===== src/sv/abs_pkg.sv =====
// Package of the alternating-bit sender: field widths, codes, command word and state types.
// No dependencies; imported by every module of the block.
package abs_pkg;

	localparam int BYTE_W = 8;
	localparam int ACK_W  = 10;
	localparam int CHK_W  = 16;
	localparam int HDR_W  = 32;

	localparam int APB_AW = 3;
	localparam int APB_DW = 32;

	localparam logic [ACK_W-1:0] ACK_RESET = 10'd999;

	// register index, taken from paddr above the byte offset
	localparam logic [APB_AW-3:0] REG_ACK_NUM = 1'b0;

	localparam int CMDQ_DEPTH = 4;
	localparam int CMDQ_AW    = 2;

	typedef enum logic [1:0] {
		MODE_MSG   = 2'd0,
		MODE_ACK   = 2'd1,
		MODE_TIMER = 2'd2
	} mode_t;

	typedef enum logic [1:0] {
		CMD_SEND   = 2'd0,
		CMD_RESEND = 2'd1,
		CMD_DROP   = 2'd2
	} cmd_op_t;

	typedef struct packed {
		cmd_op_t          op;
		logic             seq;
		logic [ACK_W-1:0] acknum;
	} cmd_t;

	typedef enum logic [1:0] {
		B_IDLE = 2'd0,
		B_COPY = 2'd1,
		B_EMIT = 2'd2
	} back_state_t;

endpackage


===== src/sv/alternating_bit_sender.sv =====
// Top level of the alternating-bit sender: config register, front, command queue, back.
// Depends on abs_pkg, abs_front, abs_cmd_fifo and abs_back.
//
//   channel | handshake                | payload
//   --------+--------------------------+-------------------------------------------------
//   input   | in_valid / in_stall      | mode, data_byte, pkt_seqnum, pkt_acknum, pkt_checksum
//   output  | out_valid / out_stall    | kind, out_byte, out_last, out_seqnum, out_acknum,
//           |                          | out_checksum, start_timer
//   config  | psel, penable, pwrite    | paddr, pwdata, prdata, pready
//
// The front takes one message, ack or timer word per cycle while in_stall is low.
// A packet leaves one byte per cycle while out_stall is low, PAYLOAD_BYTES bytes, from the in-flight buffer.
// A new send first copies its queue slot into that buffer over the single
// message-memory read port; the front holds in_stall until that copy ends.
// in_stall also rises when the four-entry command queue is full.
// Reset is asynchronous; no clearing pass, the block is ready the cycle after release.
module alternating_bit_sender import abs_pkg::*; #(
	parameter int PAYLOAD_BYTES = 20,
	parameter int QUEUE_MSGS    = 8
) (
	input  logic                    clk,
	input  logic                    arst_n,
	input  logic                    in_valid,
	output logic                    in_stall,
	input  logic [1:0]              mode,
	input  logic [BYTE_W-1:0]       data_byte,
	input  logic signed [HDR_W-1:0] pkt_seqnum,
	input  logic signed [HDR_W-1:0] pkt_acknum,
	input  logic signed [HDR_W-1:0] pkt_checksum,
	output logic                    out_valid,
	input  logic                    out_stall,
	output logic                    kind,
	output logic [BYTE_W-1:0]       out_byte,
	output logic                    out_last,
	output logic                    out_seqnum,
	output logic [ACK_W-1:0]        out_acknum,
	output logic [CHK_W-1:0]        out_checksum,
	output logic                    start_timer,
	input  logic                    psel,
	input  logic                    penable,
	input  logic                    pwrite,
	input  logic [APB_AW-1:0]       paddr,
	input  logic [APB_DW-1:0]       pwdata,
	output logic [APB_DW-1:0]       prdata,
	output logic                    pready
);

	localparam int SW = (QUEUE_MSGS > 1) ? $clog2(QUEUE_MSGS) : 1;
	localparam int IW = (PAYLOAD_BYTES > 1) ? $clog2(PAYLOAD_BYTES) : 1;

	logic [ACK_W-1:0]  ack_reg_q;
	logic              reg_sel;

	logic              wr_en;
	logic [SW-1:0]     wr_slot;
	logic [IW-1:0]     wr_idx;
	logic [BYTE_W-1:0] wr_data;
	logic              cmd_push, cmdq_full, cmd_pop, cmd_valid, copy_done;
	cmd_t              push_cmd, pop_cmd;

	assign pready  = 1'b1;
	assign reg_sel = (paddr[APB_AW-1:2] == REG_ACK_NUM);
	assign prdata  = reg_sel ? {{(APB_DW-ACK_W){1'b0}}, ack_reg_q} : '0;

	always_ff @(posedge clk or negedge arst_n) begin
		if (!arst_n) begin
			ack_reg_q <= ACK_RESET;
		end else if (psel && penable && pwrite && pready && reg_sel) begin
			ack_reg_q <= pwdata[ACK_W-1:0];
		end
	end

	abs_front #(
		.PAYLOAD_BYTES(PAYLOAD_BYTES),
		.QUEUE_MSGS   (QUEUE_MSGS)
	) u_front (
		.clk         (clk),
		.arst_n      (arst_n),
		.in_valid    (in_valid),
		.in_stall    (in_stall),
		.mode        (mode),
		.data_byte   (data_byte),
		.pkt_seqnum  (pkt_seqnum),
		.pkt_acknum  (pkt_acknum),
		.pkt_checksum(pkt_checksum),
		.ack_reg     (ack_reg_q),
		.wr_en       (wr_en),
		.wr_slot     (wr_slot),
		.wr_idx      (wr_idx),
		.wr_data     (wr_data),
		.cmd_push    (cmd_push),
		.cmd         (push_cmd),
		.cmdq_full   (cmdq_full),
		.copy_done   (copy_done)
	);

	abs_cmd_fifo u_cmdq (
		.clk     (clk),
		.arst_n  (arst_n),
		.push    (cmd_push),
		.push_cmd(push_cmd),
		.full    (cmdq_full),
		.pop     (cmd_pop),
		.valid   (cmd_valid),
		.pop_cmd (pop_cmd)
	);

	abs_back #(
		.PAYLOAD_BYTES(PAYLOAD_BYTES),
		.QUEUE_MSGS   (QUEUE_MSGS)
	) u_back (
		.clk         (clk),
		.arst_n      (arst_n),
		.wr_en       (wr_en),
		.wr_slot     (wr_slot),
		.wr_idx      (wr_idx),
		.wr_data     (wr_data),
		.cmd_valid   (cmd_valid),
		.cmd         (pop_cmd),
		.cmd_pop     (cmd_pop),
		.copy_done   (copy_done),
		.out_valid   (out_valid),
		.out_stall   (out_stall),
		.kind        (kind),
		.out_byte    (out_byte),
		.out_last    (out_last),
		.out_seqnum  (out_seqnum),
		.out_acknum  (out_acknum),
		.out_checksum(out_checksum),
		.start_timer (start_timer)
	);

endmodule


===== src/sv/abs_front.sv =====
// Front of the alternating-bit sender: takes input words, fills the message queue,
// checks acknowledgments and issues send/resend/drop commands. Uses abs_pkg.
module abs_front import abs_pkg::*; #(
	parameter int PAYLOAD_BYTES = 20,
	parameter int QUEUE_MSGS    = 8
) (
	input  logic                    clk,
	input  logic                    arst_n,
	input  logic                    in_valid,
	output logic                    in_stall,
	input  logic [1:0]              mode,
	input  logic [BYTE_W-1:0]       data_byte,
	input  logic signed [HDR_W-1:0] pkt_seqnum,
	input  logic signed [HDR_W-1:0] pkt_acknum,
	input  logic signed [HDR_W-1:0] pkt_checksum,
	input  logic [ACK_W-1:0]        ack_reg,
	output logic                    wr_en,
	output logic [((QUEUE_MSGS > 1) ? $clog2(QUEUE_MSGS) : 1)-1:0]       wr_slot,
	output logic [((PAYLOAD_BYTES > 1) ? $clog2(PAYLOAD_BYTES) : 1)-1:0] wr_idx,
	output logic [BYTE_W-1:0]       wr_data,
	output logic                    cmd_push,
	output cmd_t                    cmd,
	input  logic                    cmdq_full,
	input  logic                    copy_done
);

	localparam int SW = (QUEUE_MSGS > 1) ? $clog2(QUEUE_MSGS) : 1;
	localparam int IW = (PAYLOAD_BYTES > 1) ? $clog2(PAYLOAD_BYTES) : 1;
	localparam int CW = $clog2(QUEUE_MSGS + 1);

	logic              awaiting_q, awaiting_d;
	logic              send_bit_q, send_bit_d;
	logic [SW-1:0]     head_q, head_d, tail_q, tail_d;
	logic [CW-1:0]     count_q, count_d;
	logic [IW-1:0]     bc_q, bc_d, ac_q, ac_d;
	logic [HDR_W-1:0]  rx_sum_q, rx_sum_d;
	logic              drop_q, drop_d;
	logic              pending_q, pending_d;

	logic              accept;
	logic              drop_now;
	logic [HDR_W-1:0]  rx_next;
	logic [HDR_W-1:0]  ack_sum;
	logic              ack_ok;
	logic [SW-1:0]     head_inc, tail_inc;

	// a queued send holds the front until the back has copied its slot
	assign in_stall = cmdq_full || pending_q;
	assign accept   = in_valid && !in_stall;

	assign head_inc = (head_q == SW'(QUEUE_MSGS - 1)) ? '0 : head_q + 1'b1;
	assign tail_inc = (tail_q == SW'(QUEUE_MSGS - 1)) ? '0 : tail_q + 1'b1;

	assign drop_now = (bc_q == '0) ? (count_q >= CW'(QUEUE_MSGS)) : drop_q;
	assign rx_next  = rx_sum_q + {{(HDR_W-BYTE_W){1'b0}}, data_byte};
	assign ack_sum  = rx_next + $unsigned(pkt_seqnum) + $unsigned(pkt_acknum);
	assign ack_ok   = awaiting_q && (ack_sum == $unsigned(pkt_checksum))
		&& ($unsigned(pkt_acknum) == {{(HDR_W-1){1'b0}}, send_bit_q});

	assign wr_slot = tail_q;
	assign wr_idx  = bc_q;
	assign wr_data = data_byte;

	always_comb begin
		awaiting_d = awaiting_q;
		send_bit_d = send_bit_q;
		head_d     = head_q;
		tail_d     = tail_q;
		count_d    = count_q;
		bc_d       = bc_q;
		ac_d       = ac_q;
		rx_sum_d   = rx_sum_q;
		drop_d     = drop_q;
		wr_en      = 1'b0;
		cmd_push   = 1'b0;
		cmd        = '{op: CMD_RESEND, seq: send_bit_q, acknum: ack_reg};
		if (accept) begin
			unique case (mode_t'(mode))
				MODE_MSG: begin
					drop_d = drop_now;
					wr_en  = !drop_now;
					if (bc_q == IW'(PAYLOAD_BYTES - 1)) begin
						bc_d = '0;
						if (drop_now) begin
							cmd_push = 1'b1;
							cmd.op   = CMD_DROP;
						end else begin
							tail_d = tail_inc;
							if (!awaiting_q) begin
								// goes straight out: head and tail both move
								cmd_push   = 1'b1;
								cmd.op     = CMD_SEND;
								head_d     = head_inc;
								awaiting_d = 1'b1;
							end else begin
								count_d = count_q + 1'b1;
							end
						end
					end else begin
						bc_d = bc_q + 1'b1;
					end
				end
				MODE_ACK: begin
					if (ac_q == IW'(PAYLOAD_BYTES - 1)) begin
						ac_d     = '0;
						rx_sum_d = '0;
						if (ack_ok) begin
							send_bit_d = !send_bit_q;
							if (count_q != '0) begin
								cmd_push = 1'b1;
								cmd.op   = CMD_SEND;
								cmd.seq  = !send_bit_q;
								head_d   = head_inc;
								count_d  = count_q - 1'b1;
							end else begin
								awaiting_d = 1'b0;
							end
						end
					end else begin
						ac_d     = ac_q + 1'b1;
						rx_sum_d = rx_next;
					end
				end
				MODE_TIMER: begin
					if (awaiting_q) begin
						cmd_push = 1'b1;
						cmd.op   = CMD_RESEND;
					end
				end
				default: begin
				end
			endcase
		end
		pending_d = pending_q;
		if (cmd_push && (cmd.op == CMD_SEND)) begin
			pending_d = 1'b1;
		end else if (copy_done) begin
			pending_d = 1'b0;
		end
	end

	always_ff @(posedge clk or negedge arst_n) begin
		if (!arst_n) begin
			awaiting_q <= 1'b0;
			send_bit_q <= 1'b0;
			head_q     <= '0;
			tail_q     <= '0;
			count_q    <= '0;
			bc_q       <= '0;
			ac_q       <= '0;
			rx_sum_q   <= '0;
			drop_q     <= 1'b0;
			pending_q  <= 1'b0;
		end else begin
			awaiting_q <= awaiting_d;
			send_bit_q <= send_bit_d;
			head_q     <= head_d;
			tail_q     <= tail_d;
			count_q    <= count_d;
			bc_q       <= bc_d;
			ac_q       <= ac_d;
			rx_sum_q   <= rx_sum_d;
			drop_q     <= drop_d;
			pending_q  <= pending_d;
		end
	end

endmodule


===== src/sv/abs_cmd_fifo.sv =====
// Short command queue between front and back of the alternating-bit sender.
// Uses abs_pkg for the command word and depth.
module abs_cmd_fifo import abs_pkg::*; (
	input  logic clk,
	input  logic arst_n,
	input  logic push,
	input  cmd_t push_cmd,
	output logic full,
	input  logic pop,
	output logic valid,
	output cmd_t pop_cmd
);

	cmd_t                 entry_q [CMDQ_DEPTH];
	logic [CMDQ_AW-1:0]   wp_q, rp_q;
	logic [CMDQ_AW:0]     cnt_q;

	assign full    = (cnt_q == (CMDQ_AW+1)'(CMDQ_DEPTH));
	assign valid   = (cnt_q != '0);
	assign pop_cmd = entry_q[rp_q];

	always_ff @(posedge clk) begin
		if (push) begin
			entry_q[wp_q] <= push_cmd;
		end
	end

	always_ff @(posedge clk or negedge arst_n) begin
		if (!arst_n) begin
			wp_q  <= '0;
			rp_q  <= '0;
			cnt_q <= '0;
		end else begin
			if (push) begin
				wp_q <= wp_q + 1'b1;
			end
			if (pop) begin
				rp_q <= rp_q + 1'b1;
			end
			unique case ({push, pop})
				2'b10:   cnt_q <= cnt_q + 1'b1;
				2'b01:   cnt_q <= cnt_q - 1'b1;
				default: cnt_q <= cnt_q;
			endcase
		end
	end

endmodule


===== src/sv/abs_back.sv =====
// Back of the alternating-bit sender: message memory, in-flight packet buffer,
// checksum pass and byte-serial packet output. Uses abs_pkg.
module abs_back import abs_pkg::*; #(
	parameter int PAYLOAD_BYTES = 20,
	parameter int QUEUE_MSGS    = 8
) (
	input  logic              clk,
	input  logic              arst_n,
	input  logic              wr_en,
	input  logic [((QUEUE_MSGS > 1) ? $clog2(QUEUE_MSGS) : 1)-1:0]       wr_slot,
	input  logic [((PAYLOAD_BYTES > 1) ? $clog2(PAYLOAD_BYTES) : 1)-1:0] wr_idx,
	input  logic [BYTE_W-1:0] wr_data,
	input  logic              cmd_valid,
	input  cmd_t              cmd,
	output logic              cmd_pop,
	output logic              copy_done,
	output logic              out_valid,
	input  logic              out_stall,
	output logic              kind,
	output logic [BYTE_W-1:0] out_byte,
	output logic              out_last,
	output logic              out_seqnum,
	output logic [ACK_W-1:0]  out_acknum,
	output logic [CHK_W-1:0]  out_checksum,
	output logic              start_timer
);

	localparam int SW = (QUEUE_MSGS > 1) ? $clog2(QUEUE_MSGS) : 1;
	localparam int IW = (PAYLOAD_BYTES > 1) ? $clog2(PAYLOAD_BYTES) : 1;
	localparam int NW = $clog2(PAYLOAD_BYTES + 1);
	localparam int MSG_DEPTH = QUEUE_MSGS << IW;

	logic [BYTE_W-1:0] msg_mem [MSG_DEPTH];
	logic [BYTE_W-1:0] fl_mem  [PAYLOAD_BYTES];

	back_state_t       state_q, state_d;
	logic [NW-1:0]     cnt_q;
	logic [SW-1:0]     slot_q;
	logic              cp_vld_q;
	logic [IW-1:0]     cp_idx_q;
	logic [BYTE_W-1:0] msg_rd_q;
	logic [CHK_W-1:0]  sum_q;
	logic              fl_seq_q;
	logic [ACK_W-1:0]  fl_ack_q;
	logic [CHK_W-1:0]  fl_chk_q;

	logic              s1_vld_q, s1_kind_q, s1_last_q;
	logic [BYTE_W-1:0] s1_byte_q;

	logic              out_vld_q, out_kind_q, out_last_q, out_seq_q, out_timer_q;
	logic [BYTE_W-1:0] out_byte_q;
	logic [ACK_W-1:0]  out_ack_q;
	logic [CHK_W-1:0]  out_chk_q;

	logic out_free, s1_move, pop, issue, copy_rd, copy_fin, emit_fin;
	logic [CHK_W-1:0] sum_next;

	assign out_free = !out_vld_q || !out_stall;
	assign s1_move  = s1_vld_q && out_free;
	assign pop      = (state_q == B_IDLE) && cmd_valid && !s1_vld_q;
	assign issue    = (state_q == B_EMIT) && (!s1_vld_q || out_free);
	assign copy_rd  = (state_q == B_COPY) && (cnt_q < NW'(PAYLOAD_BYTES));
	assign copy_fin = (state_q == B_COPY) && (cnt_q == NW'(PAYLOAD_BYTES));
	assign emit_fin = issue && (cnt_q == NW'(PAYLOAD_BYTES - 1));
	assign sum_next = sum_q + {{(CHK_W-BYTE_W){1'b0}}, msg_rd_q};

	always_comb begin
		state_d = state_q;
		unique case (state_q)
			B_IDLE: begin
				if (pop) begin
					unique case (cmd.op)
						CMD_SEND:   state_d = B_COPY;
						CMD_RESEND: state_d = B_EMIT;
						default:    state_d = B_IDLE;
					endcase
				end
			end
			B_COPY: begin
				if (copy_fin) begin
					state_d = B_EMIT;
				end
			end
			B_EMIT: begin
				if (emit_fin) begin
					state_d = B_IDLE;
				end
			end
			default: state_d = B_IDLE;
		endcase
	end

	always_comb begin
		cmd_pop   = pop;
		copy_done = copy_fin;
	end

	// message memory: front writes, copy pass reads
	always_ff @(posedge clk) begin
		if (wr_en) begin
			msg_mem[{wr_slot, wr_idx}] <= wr_data;
		end
		if (copy_rd) begin
			msg_rd_q <= msg_mem[{slot_q, cnt_q[IW-1:0]}];
		end
	end

	// in-flight buffer: copy pass writes, emit reads
	always_ff @(posedge clk) begin
		if (cp_vld_q) begin
			fl_mem[cp_idx_q] <= msg_rd_q;
		end
		if (issue) begin
			s1_byte_q <= fl_mem[cnt_q[IW-1:0]];
		end
	end

	always_ff @(posedge clk) begin
		cp_idx_q <= cnt_q[IW-1:0];
		if (pop && (cmd.op == CMD_SEND)) begin
			fl_seq_q <= cmd.seq;
			fl_ack_q <= cmd.acknum;
			sum_q    <= {{(CHK_W-1){1'b0}}, cmd.seq} + {{(CHK_W-ACK_W){1'b0}}, cmd.acknum};
		end else if (cp_vld_q) begin
			sum_q <= sum_next;
		end
		if (copy_fin) begin
			fl_chk_q <= sum_next;
		end
		if (s1_move) begin
			out_kind_q  <= s1_kind_q;
			out_byte_q  <= s1_kind_q ? '0 : s1_byte_q;
			out_last_q  <= s1_last_q;
			out_seq_q   <= s1_kind_q ? 1'b0 : fl_seq_q;
			out_ack_q   <= s1_kind_q ? '0 : fl_ack_q;
			out_chk_q   <= s1_kind_q ? '0 : fl_chk_q;
			out_timer_q <= !s1_kind_q && s1_last_q;
		end
	end

	always_ff @(posedge clk or negedge arst_n) begin
		if (!arst_n) begin
			state_q   <= B_IDLE;
			cnt_q     <= '0;
			slot_q    <= '0;
			cp_vld_q  <= 1'b0;
			s1_vld_q  <= 1'b0;
			s1_kind_q <= 1'b0;
			s1_last_q <= 1'b0;
			out_vld_q <= 1'b0;
		end else begin
			state_q  <= state_d;
			cp_vld_q <= copy_rd;
			if (pop || copy_fin) begin
				cnt_q <= '0;
			end else if (copy_rd || issue) begin
				cnt_q <= cnt_q + 1'b1;
			end
			if (copy_fin) begin
				slot_q <= (slot_q == SW'(QUEUE_MSGS - 1)) ? '0 : slot_q + 1'b1;
			end
			if (issue) begin
				s1_vld_q  <= 1'b1;
				s1_kind_q <= 1'b0;
				s1_last_q <= (cnt_q == NW'(PAYLOAD_BYTES - 1));
			end else if (pop && (cmd.op == CMD_DROP)) begin
				s1_vld_q  <= 1'b1;
				s1_kind_q <= 1'b1;
				s1_last_q <= 1'b1;
			end else if (s1_move) begin
				s1_vld_q <= 1'b0;
			end
			if (out_free) begin
				out_vld_q <= s1_vld_q;
			end
		end
	end

	assign out_valid    = out_vld_q;
	assign kind         = out_kind_q;
	assign out_byte     = out_byte_q;
	assign out_last     = out_last_q;
	assign out_seqnum   = out_seq_q;
	assign out_acknum   = out_ack_q;
	assign out_checksum = out_chk_q;
	assign start_timer  = out_timer_q;

endmodule


===== config.mk =====
export PLATFORM = sky130hd
export DESIGN_NAME = alternating_bit_sender
export DESIGN_NICKNAME = d
export VERILOG_FILES = /design/src/sv/abs_pkg.sv /design/src/sv/alternating_bit_sender.sv /design/src/sv/abs_front.sv /design/src/sv/abs_cmd_fifo.sv /design/src/sv/abs_back.sv
export SDC_FILE = /design/constraint.sdc
export NUM_CORES = 2
export LEC_CHECK = 0
export BUFFER_PORTS_ARGS = -buffer_cell sky130_fd_sc_hd__buf_2
export CAP_MARGIN = 25
export CORE_MARGIN = 2
export CORE_UTILIZATION = 35
export CTS_CLUSTER_DIAMETER = 30
export DETAILED_ROUTE_END_ITERATION = 7
export PLACE_DENSITY_LB_ADDON = 0.25
export SETUP_SLACK_MARGIN = 0.02
export SYNTH_ARGS = -nofsm -noshare
export SYNTH_HDL_FRONTEND = slang
export SYNTH_SLANG_ARGS = --single-unit

===== constraint.sdc =====
create_clock -name clk -period 6.63 [get_ports clk]
set_clock_uncertainty 0.2 [all_clocks]
set_input_delay 0.9945 -clock clk [delete_from_list [all_inputs] [get_ports clk]]
set_output_delay 0.9945 -clock clk [all_outputs]
set_load 0.01 [all_outputs]

# Word level (Yosys, flattened, before mapping)
# Memories as Yosys holds them, arrays and structs flattened. A register that Yosys moved wholly into a read port is not among the register bits.
# Cells that the tools add are included.
op_classes:
  reduce_logical: 50
  n_addsub: 16
  n_mux: 64
  eq_ne: 27
  n_bitwise: 2
  order_cmp: 2
op_table:
  columns: ["operator", "n"]
  rows:
  - ["adder 32 bit", 2]
  - ["adder 32 x 8 -> 32 bit", 1]
  - ["equality test 32 x 1 -> 1 bit", 1]
  - ["equality test 32 bit", 1]
  - ["2-to-1 mux 1 bit", 32]
  - ["2-to-1 mux 16 bit", 2]
  - ["2-to-1 mux 32 bit", 1]
  - ["2-to-1 mux 4 bit", 6]
  - ["equality test 5 bit, second input constant", 4]
  - ["2-to-1 mux 5 bit", 4]
  - ["logical AND 1 bit", 17]
  - ["adder 16 x 8 -> 16 bit", 1]
  - ["!= test 2 x 1 -> 1 bit, second input constant", 8]
  - ["adder 5 x 1 -> 5 bit, second input constant", 3]
  - ["2-to-1 mux 3 bit", 5]
  - ["2-to-1 mux 2 bit", 6]
  - ["nonzero test 2 bit", 6]
  - ["adder 1 x 10 -> 11 bit", 1]
  - ["2-to-1 mux 10 bit", 1]
  - ["adder 3 x 1 -> 3 bit, second input constant", 3]
  - ["equality test 3 bit, second input constant", 3]
  - ["equality test 2 x 1 -> 1 bit, second input constant", 4]
  - ["equality test 2 bit, second input constant", 4]
  - ["zero test 2 bit", 4]
  - ["24 further kinds", 41]
word_totals:
  word_cells: 197
  output_inout_bits: 73
  memories: 3
  in_bits: 148
  mem_bits_rw: 2260
  register_bits: 171
memory_table:
  columns: ["name", "words", "width", "read_ports", "rd_clocked_by_memory_dff", "write_ports", "line_no", "text"]
  rows:
  - ["u_back.msg_mem", 256, 8, 1, 1, 1, "abs_back.sv:33", "logic [BYTE_W-1:0] msg_mem [MSG_DEPTH];"]
  - ["u_back.fl_mem", 20, 8, 1, 1, 1, "abs_back.sv:34", "logic [BYTE_W-1:0] fl_mem [PAYLOAD_BYTES];"]
  - ["u_cmdq.entry_q", 4, 13, 1, 0, 1, "abs_cmd_fifo.sv:14", "cmd_t entry_q [CMDQ_DEPTH];"]

# Longest topological paths before layout
depth:
  depth_word: 13
  mapped_depth: 33
  ltp_nobuf: 31

# Hierarchy
# From an unflattened synthesis, not the netlist that was laid out.
unflattened:
  hier_cells: 5292
  area_unflattened_um2: 99850.8
by_module_without_submodules:
  columns: ["module", "area_each_um2", "seq_area_each_um2", "n_inst", "cells_each"]
  rows:
  - ["abs_back", 89978.8, 69691.8, 1, 4285]
  - ["abs_front", 6874.1, 1326.3, 1, 845]
  - ["abs_cmd_fifo", 2306.0, 1736.7, 1, 104]
  - ["alternating_bit_sender", 691.9, 260.2, 1, 58]

# Worst setup path after synthesis
# OpenSTA, ideal clock, no wires.
synth_timing:
  kind: "input to register"
  start: "input data_byte[0]"
  end: "register u_cmdq.cnt_q[2]"
  path_stages: 32
  path_slack_ps: -1068
  t_arrival_ps: 7373
  setup_time_ps: 125
  n_path_buf: 2
  required_time_ps: 6305
  path_cell_list: "ha_1 -> inv_1 -> fa_1 -> nor2b_1 -> o21ai_0 -> a21oi_1 -> o21ai_0 -> a21oi_1 -> o21ai_0 -> a211oi_1 -> clkbuf_1 -> nand2_1 -> xor2_1 -> fa_1 -> inv_1 -> ha_1 -> clkbuf_1 -> nand2_1 -> nor3_1 -> o21ai_0 -> and2_1 -> a2111o_1 -> nor4_4 -> nand4_2 -> a21oi_4 -> inv_1 -> ha_1 -> inv_1 -> fa_1 -> xor2_1 -> nor2_1 -> xor2_1"
synth_via:
  elab_chain_len: 12
  word_cells_on_any_way: 14
  classes_between: "3 x add/sub; 3 x eq/ne; 5 x mux; 3 x reduce/logical"
synth_rtl:
  columns: ["element", "line_no", "text"]
  rows:
  - ["start, declared", "alternating_bit_sender.sv:26", "input logic [BYTE_W-1:0] data_byte,"]
  - ["adder 32 x 8 -> 32 bit (*)", "abs_front.sv:55", "assign rx_next = rx_sum_q + {{(HDR_W-BYTE_W){1'b0}}, data_byte};"]
  - ["adder 32 bit (*) (2 in series)", "abs_front.sv:56", "assign ack_sum = rx_next + $unsigned(pkt_seqnum) + $unsigned(pkt_acknum);"]
  - ["equality test 32 bit (*)", "abs_front.sv:57", "assign ack_ok = awaiting_q && (ack_sum == $unsigned(pkt_checksum))"]
  - ["logical AND 1 bit (*)", "abs_front.sv:57", null]
  - ["logical AND 1 bit (*)", "abs_front.sv:58", "&& ($unsigned(pkt_acknum) == {{(HDR_W-1){1'b0}}, send_bit_q});"]
  - ["2-to-1 mux 1 bit (*)", "abs_front.sv:107", "if (ack_ok) begin"]
  - ["2-to-1 mux 1 bit (*)", "abs_front.sv:104", "if (ac_q == IW'(PAYLOAD_BYTES - 1)) begin"]
  - ["case mux 1 bit (3 select lines) (*)", "abs_front.sv:78", "unique case (mode_t'(mode))"]
  - ["2-to-1 mux 1 bit (*)", "abs_front.sv:77", "if (accept) begin"]
  - ["equality test 2 x 1 -> 1 bit or equality test 2 bit (tied branches)", "abs_cmd_fifo.sv:40", "unique case ({push, pop})"]
  - ["case mux 3 bit (2 select lines) or nonzero test 2 bit (tied branches)", null, null]
  - ["end signal, assigned", "abs_cmd_fifo.sv:41", "2'b10: cnt_q <= cnt_q + 1'b1;"]
  - ["end signal, assigned", "abs_cmd_fifo.sv:42", "2'b01: cnt_q <= cnt_q - 1'b1;"]
  - ["end signal, assigned", "abs_cmd_fifo.sv:43", "default: cnt_q <= cnt_q;"]
  - ["end, declared", "abs_cmd_fifo.sv:16", "logic [CMDQ_AW:0] cnt_q;"]
# Every way passes the cells marked *; elsewhere a longest branch is shown, timed or not.
# A chain may end at the register's enable or synchronous reset.

# Worst setup path after layout
layout_timing:
  start: "register u_front.rx_sum_q[0]"
  end: "register u_cmdq.cnt_q[1]"
layout_via:
  elab_chain_len: 12
  word_cells_on_any_way: 14
  classes_between: "3 x add/sub; 3 x eq/ne; 5 x mux; 3 x reduce/logical"
layout_rtl:
  columns: ["element", "line_no", "text"]
  rows:
  - ["start, declared", "abs_front.sv:36", "logic [HDR_W-1:0] rx_sum_q, rx_sum_d;"]
  - ["start signal, assigned", "abs_front.sv:162", "rx_sum_q <= rx_sum_d;"]
  - ["adder 32 x 8 -> 32 bit (*)", "abs_front.sv:55", null]
  - ["adder 32 bit (*) (2 in series)", "abs_front.sv:56", null]
  - ["equality test 32 bit (*)", "abs_front.sv:57", null]
  - ["logical AND 1 bit (*)", "abs_front.sv:57", null]
  - ["logical AND 1 bit (*)", "abs_front.sv:58", null]
  - ["2-to-1 mux 1 bit (*)", "abs_front.sv:107", null]
  - ["2-to-1 mux 1 bit (*)", "abs_front.sv:104", null]
  - ["case mux 1 bit (3 select lines) (*)", "abs_front.sv:78", null]
  - ["2-to-1 mux 1 bit (*)", "abs_front.sv:77", null]
  - ["equality test 2 x 1 -> 1 bit or equality test 2 bit (tied branches)", "abs_cmd_fifo.sv:40", null]
  - ["case mux 3 bit (2 select lines) or nonzero test 2 bit (tied branches)", null, null]
# Marked as above.

==> results.md <==
- GR Layer Usage met2: 29.1%
- CTS tree: built
- Starting DRT DRC Count: just over 5,000
- H-tree levels: 5
- Reg clk slew, reported paths: 0.05 ns
- Yosys reg bits: 2,447
- P&R area growth vs syn: 24.9%
- Hold path startpoint: pwdata[6]
- Post-synth EDFFs: 2,357
- Fmax: 152 MHz
- Cell count after placement: 8,894
- Top post-synthesis cells by area: edfxtp_1 71%, mux4_2 17%, dfrtp_1 1.9%, nor2_1 1.3%, ha_1 0.83%
- Largest net degree at the start of global routing: between 150 and 200
- GRT Overall Usage: 17.8%
- Die Y: around 540 um
- Most used cell along the critical path: inv_2
- Ports: 221
- Die Area: 289,000 sq um
- Max Root-Sink Buffers: 4
- Post-Synthesis Cell Area: roughly 100,000 sq um
- Initial cell density of the core: 35.2%
- Max-cap viol count: 0
- Worst EP required: a little over 7 ns
- FF-to-FF Start: u_front.rx_sum_q[0]
- Global-route wire length before repair: roughly 370,000 um
- Crit path time final: 6.59 ns
- Slew at the pin closest to its max-slew limit: 1.07 ns
- WL per Instance: 26.5 um
- Final core occ: 44.0%
- Top_reg_cell synth: edfxtp_1
- Cells after synthesis: 4,913
- # setup viols final: 0
- DPL Wire Length: 158,000 um
- RSZ-0062 raised after global routing: true
- Hold Slack: 0.137 ns
- Worst Setup End Kind: flop
- Number of global-route vias before repair: ~52,000
- Clock Latency Late Sink: 0.89 ns
- Area leader, netlist: edfxtp_1
- DRC viols: 0
- Num rows: 195
- Final hold vios: 0
- Floorplan core area: 283,000 sq um
- Share of the synthesized area in the top cell type: 71.0%
- Total gr overflow: 0
- Slew headroom: 28.7%
- Placed cell areas: 107,000 sq um
- Ys async rst share: 3.47%
- Pre-Repair DR Iteration Count: 5
- Nets: 5,929
- CTS Buf Count: between 400 and 500
- CTS Sinks: 2,447
- Synth Area per Inst: 20.3 sq um
- Hold path depth: 2
- GR Util met3: 3.11%
- Warnings from Yosys: 0
- Layout cell share with drive strength beyond 1: 37.0%
- Unique masters post-synth: 80
- Initial antenna violation count: 15
- Crit path DAT: 7.14 ns
- Max stage delay on crit path: 0.53 ns
- Multi-input gate area: around 26,000 sq um
- Sequential share of the synthesized area: 73.3%
- LEAKAGE: 41.0 nW
- Status: completed
- Hold Path End: ack_reg_q[6]
- FILL cells: 24,000
- RePlAce Congestion: approximately 0.86
- Vias per cell: between 5 and 6
- Die width: 538 um
- PD cells: approximately 440 nW/um^2
- Fin cells: 9,819
- Type of the worst min-delay path: input pin to flop
- R2R cell count: 33
- Total Wirelength: 260,000 um
- Final max-slew violation count: 0
- PortBufs: 173
- R2r setup slk: 0.04 ns
- Crit-path slowest cell: fa_1
- Top Usage Layer GRT: met2
- Pwr Total: 0.0547 W
- Root buffer cell: clkbuf_16
- Worst Setup Start Kind: flop
- Register area: approximately 73,000 sq um
- Post-route design area: 124,000 sq um
- RR Endpoint: u_cmdq.cnt_q[1]
- Max IR drop VDD: 275 uV
- M1 GR Usage: 24.5%
- Kind of critical path: flop to flop
- Period utilisation layout: 99.4%
- Vias: 51,000
- Final ANT Viol Nets: 0
- CP max FO: 6
==> report_power, final <==
group | leakage (nW) | internal, W | switching [W]
clock | 7.70 | 0.0156 | 0.00792
combinational | 11.0 | 0.00636 | 0.00691
sequential | 22.3 | 0.0174 | 0.000518
==> cells in the mapped netlist, types with 25 or more instances <==
cell type,number
dfrtp_1,77
mux2_2,29
nor2_1,356
mux4_2,740
xnor2_1,54
a21oi_1,59
nand3_1,50
clkbuf_1,177
o21ai_0,89
ha_1,66
nand4_1,25
buf_1,65
nor2b_1,69
inv_1,169
nand2_1,134
edfxtp_1,2357
fa_1,36
xor2_1,50
==> metrics by stage <==
stage          TNS (ns)  setup WS, ns
2_1_floorplan    -0.299        -0.162
3_3_place_gp     -53.91        -0.978
3_5_place_dp     -59.23         -1.04
4_1_cts         -0.0452       -0.0241
5_1_grt          -0.649        -0.258
6_report              0        0.0386
==> worst max-delay path: cells and delay by family, from the launching register on <==
kind                       cells  cell delay [ns]
muxes                          2             0.47
buffers and inverters          8             0.76
DFF                            1             0.40
adders and majority gates      6             1.93
xor gates and xnor gates       1             0.18
AOI/OAI and AO/OA             10             1.67
and+or+nand+nor                6             0.83
==> metal layers <==
layer | vias up | share of wire [%]
met5 | - | 0.017
met4 | 6 | 2.4
met1 | 27200 | 42
li1 | 21700 | -
met3 | 386 | 6.1
met2 | 1717 | 49
==> cell families after synthesis <==
logic type	share of synthesized area, %
xor+xnor	0.937
simple gates	3.59
compound gates	1.66
mux	17.2
other cells	0.00754
flops	73.3
buf+inv	1.79
fa+ha+maj	1.55
==> sequential cells by signal, summed over array words and instances (netlist names), 16 cells and up <==
name                 flops
u_front.rx_sum_q        32
u_cmdq.entry_q          52
u_back.fl_mem          160
u_back.out_checksum     16
u_back.sum_q            16
u_back.msg_mem        2048
u_back.fl_chk_q         16
==> worst max-delay path by stage <==
stage	slack (ns)	startpoint	cells past startpoint	endpoint
2_1_floorplan	-0.16	data_byte[0]	33	u_cmdq.cnt_q[2]
3_3_place_gp	-0.98	data_byte[1]	32	u_cmdq.cnt_q[2]
3_5_place_dp	-1.04	data_byte[1]	31	u_cmdq.cnt_q[1]
4_1_cts	-0.02	u_front.rx_sum_q[0]	32	u_cmdq.cnt_q[1]
5_1_grt	-0.26	u_front.rx_sum_q[0]	34	u_cmdq.cnt_q[2]
6_report	0.04	u_front.rx_sum_q[0]	33	u_cmdq.cnt_q[1]
==> cell type report <==
type | instances | area share (%)
timing repair buffer | 555 | 3.49
inverter | 169 | 0.510
tap | 3743 | 3.76
sequential | 2447 | 58.7
clock inverter | 349 | 3.20
clock buffer | 514 | 9.59
multi-input combinational | 2039 | 20.7
antenna | 3 | 0.00603
==> layout by cell type, fill, tap and decap left out, types with 40 or more instances in the layout <==
cell,n
mux4_2,740
nor2_1,353
buf_2,164
ha_1,49
clkbuf_1,43
xnor2_1,48
inv_1,160
o21ai_0,72
nor2b_1,66
clkinvlp_4,44
bufinv_16,68
edfxtp_1,2357
xor2_1,43
nand2_1,111
clkbuf_16,471
buf_4,329
nand3_1,46
clkinv_1,74
a21oi_1,40
dfrtp_1,71
clkinv_2,94
==> what timing repair did <==
item / 4_1_cts / 5_1_grt
endpoints found under the setup margin: 60 / 69
cloned: 0 / 1
setup buffers: 50 / 10
gates resized for setup: 63 / 89
pin swaps: 26 / 54
endpoints found under the hold margin: 19 / 0
hold buffers: 1 / 0
No activity file was read; power rests on OpenSTA's default activity.
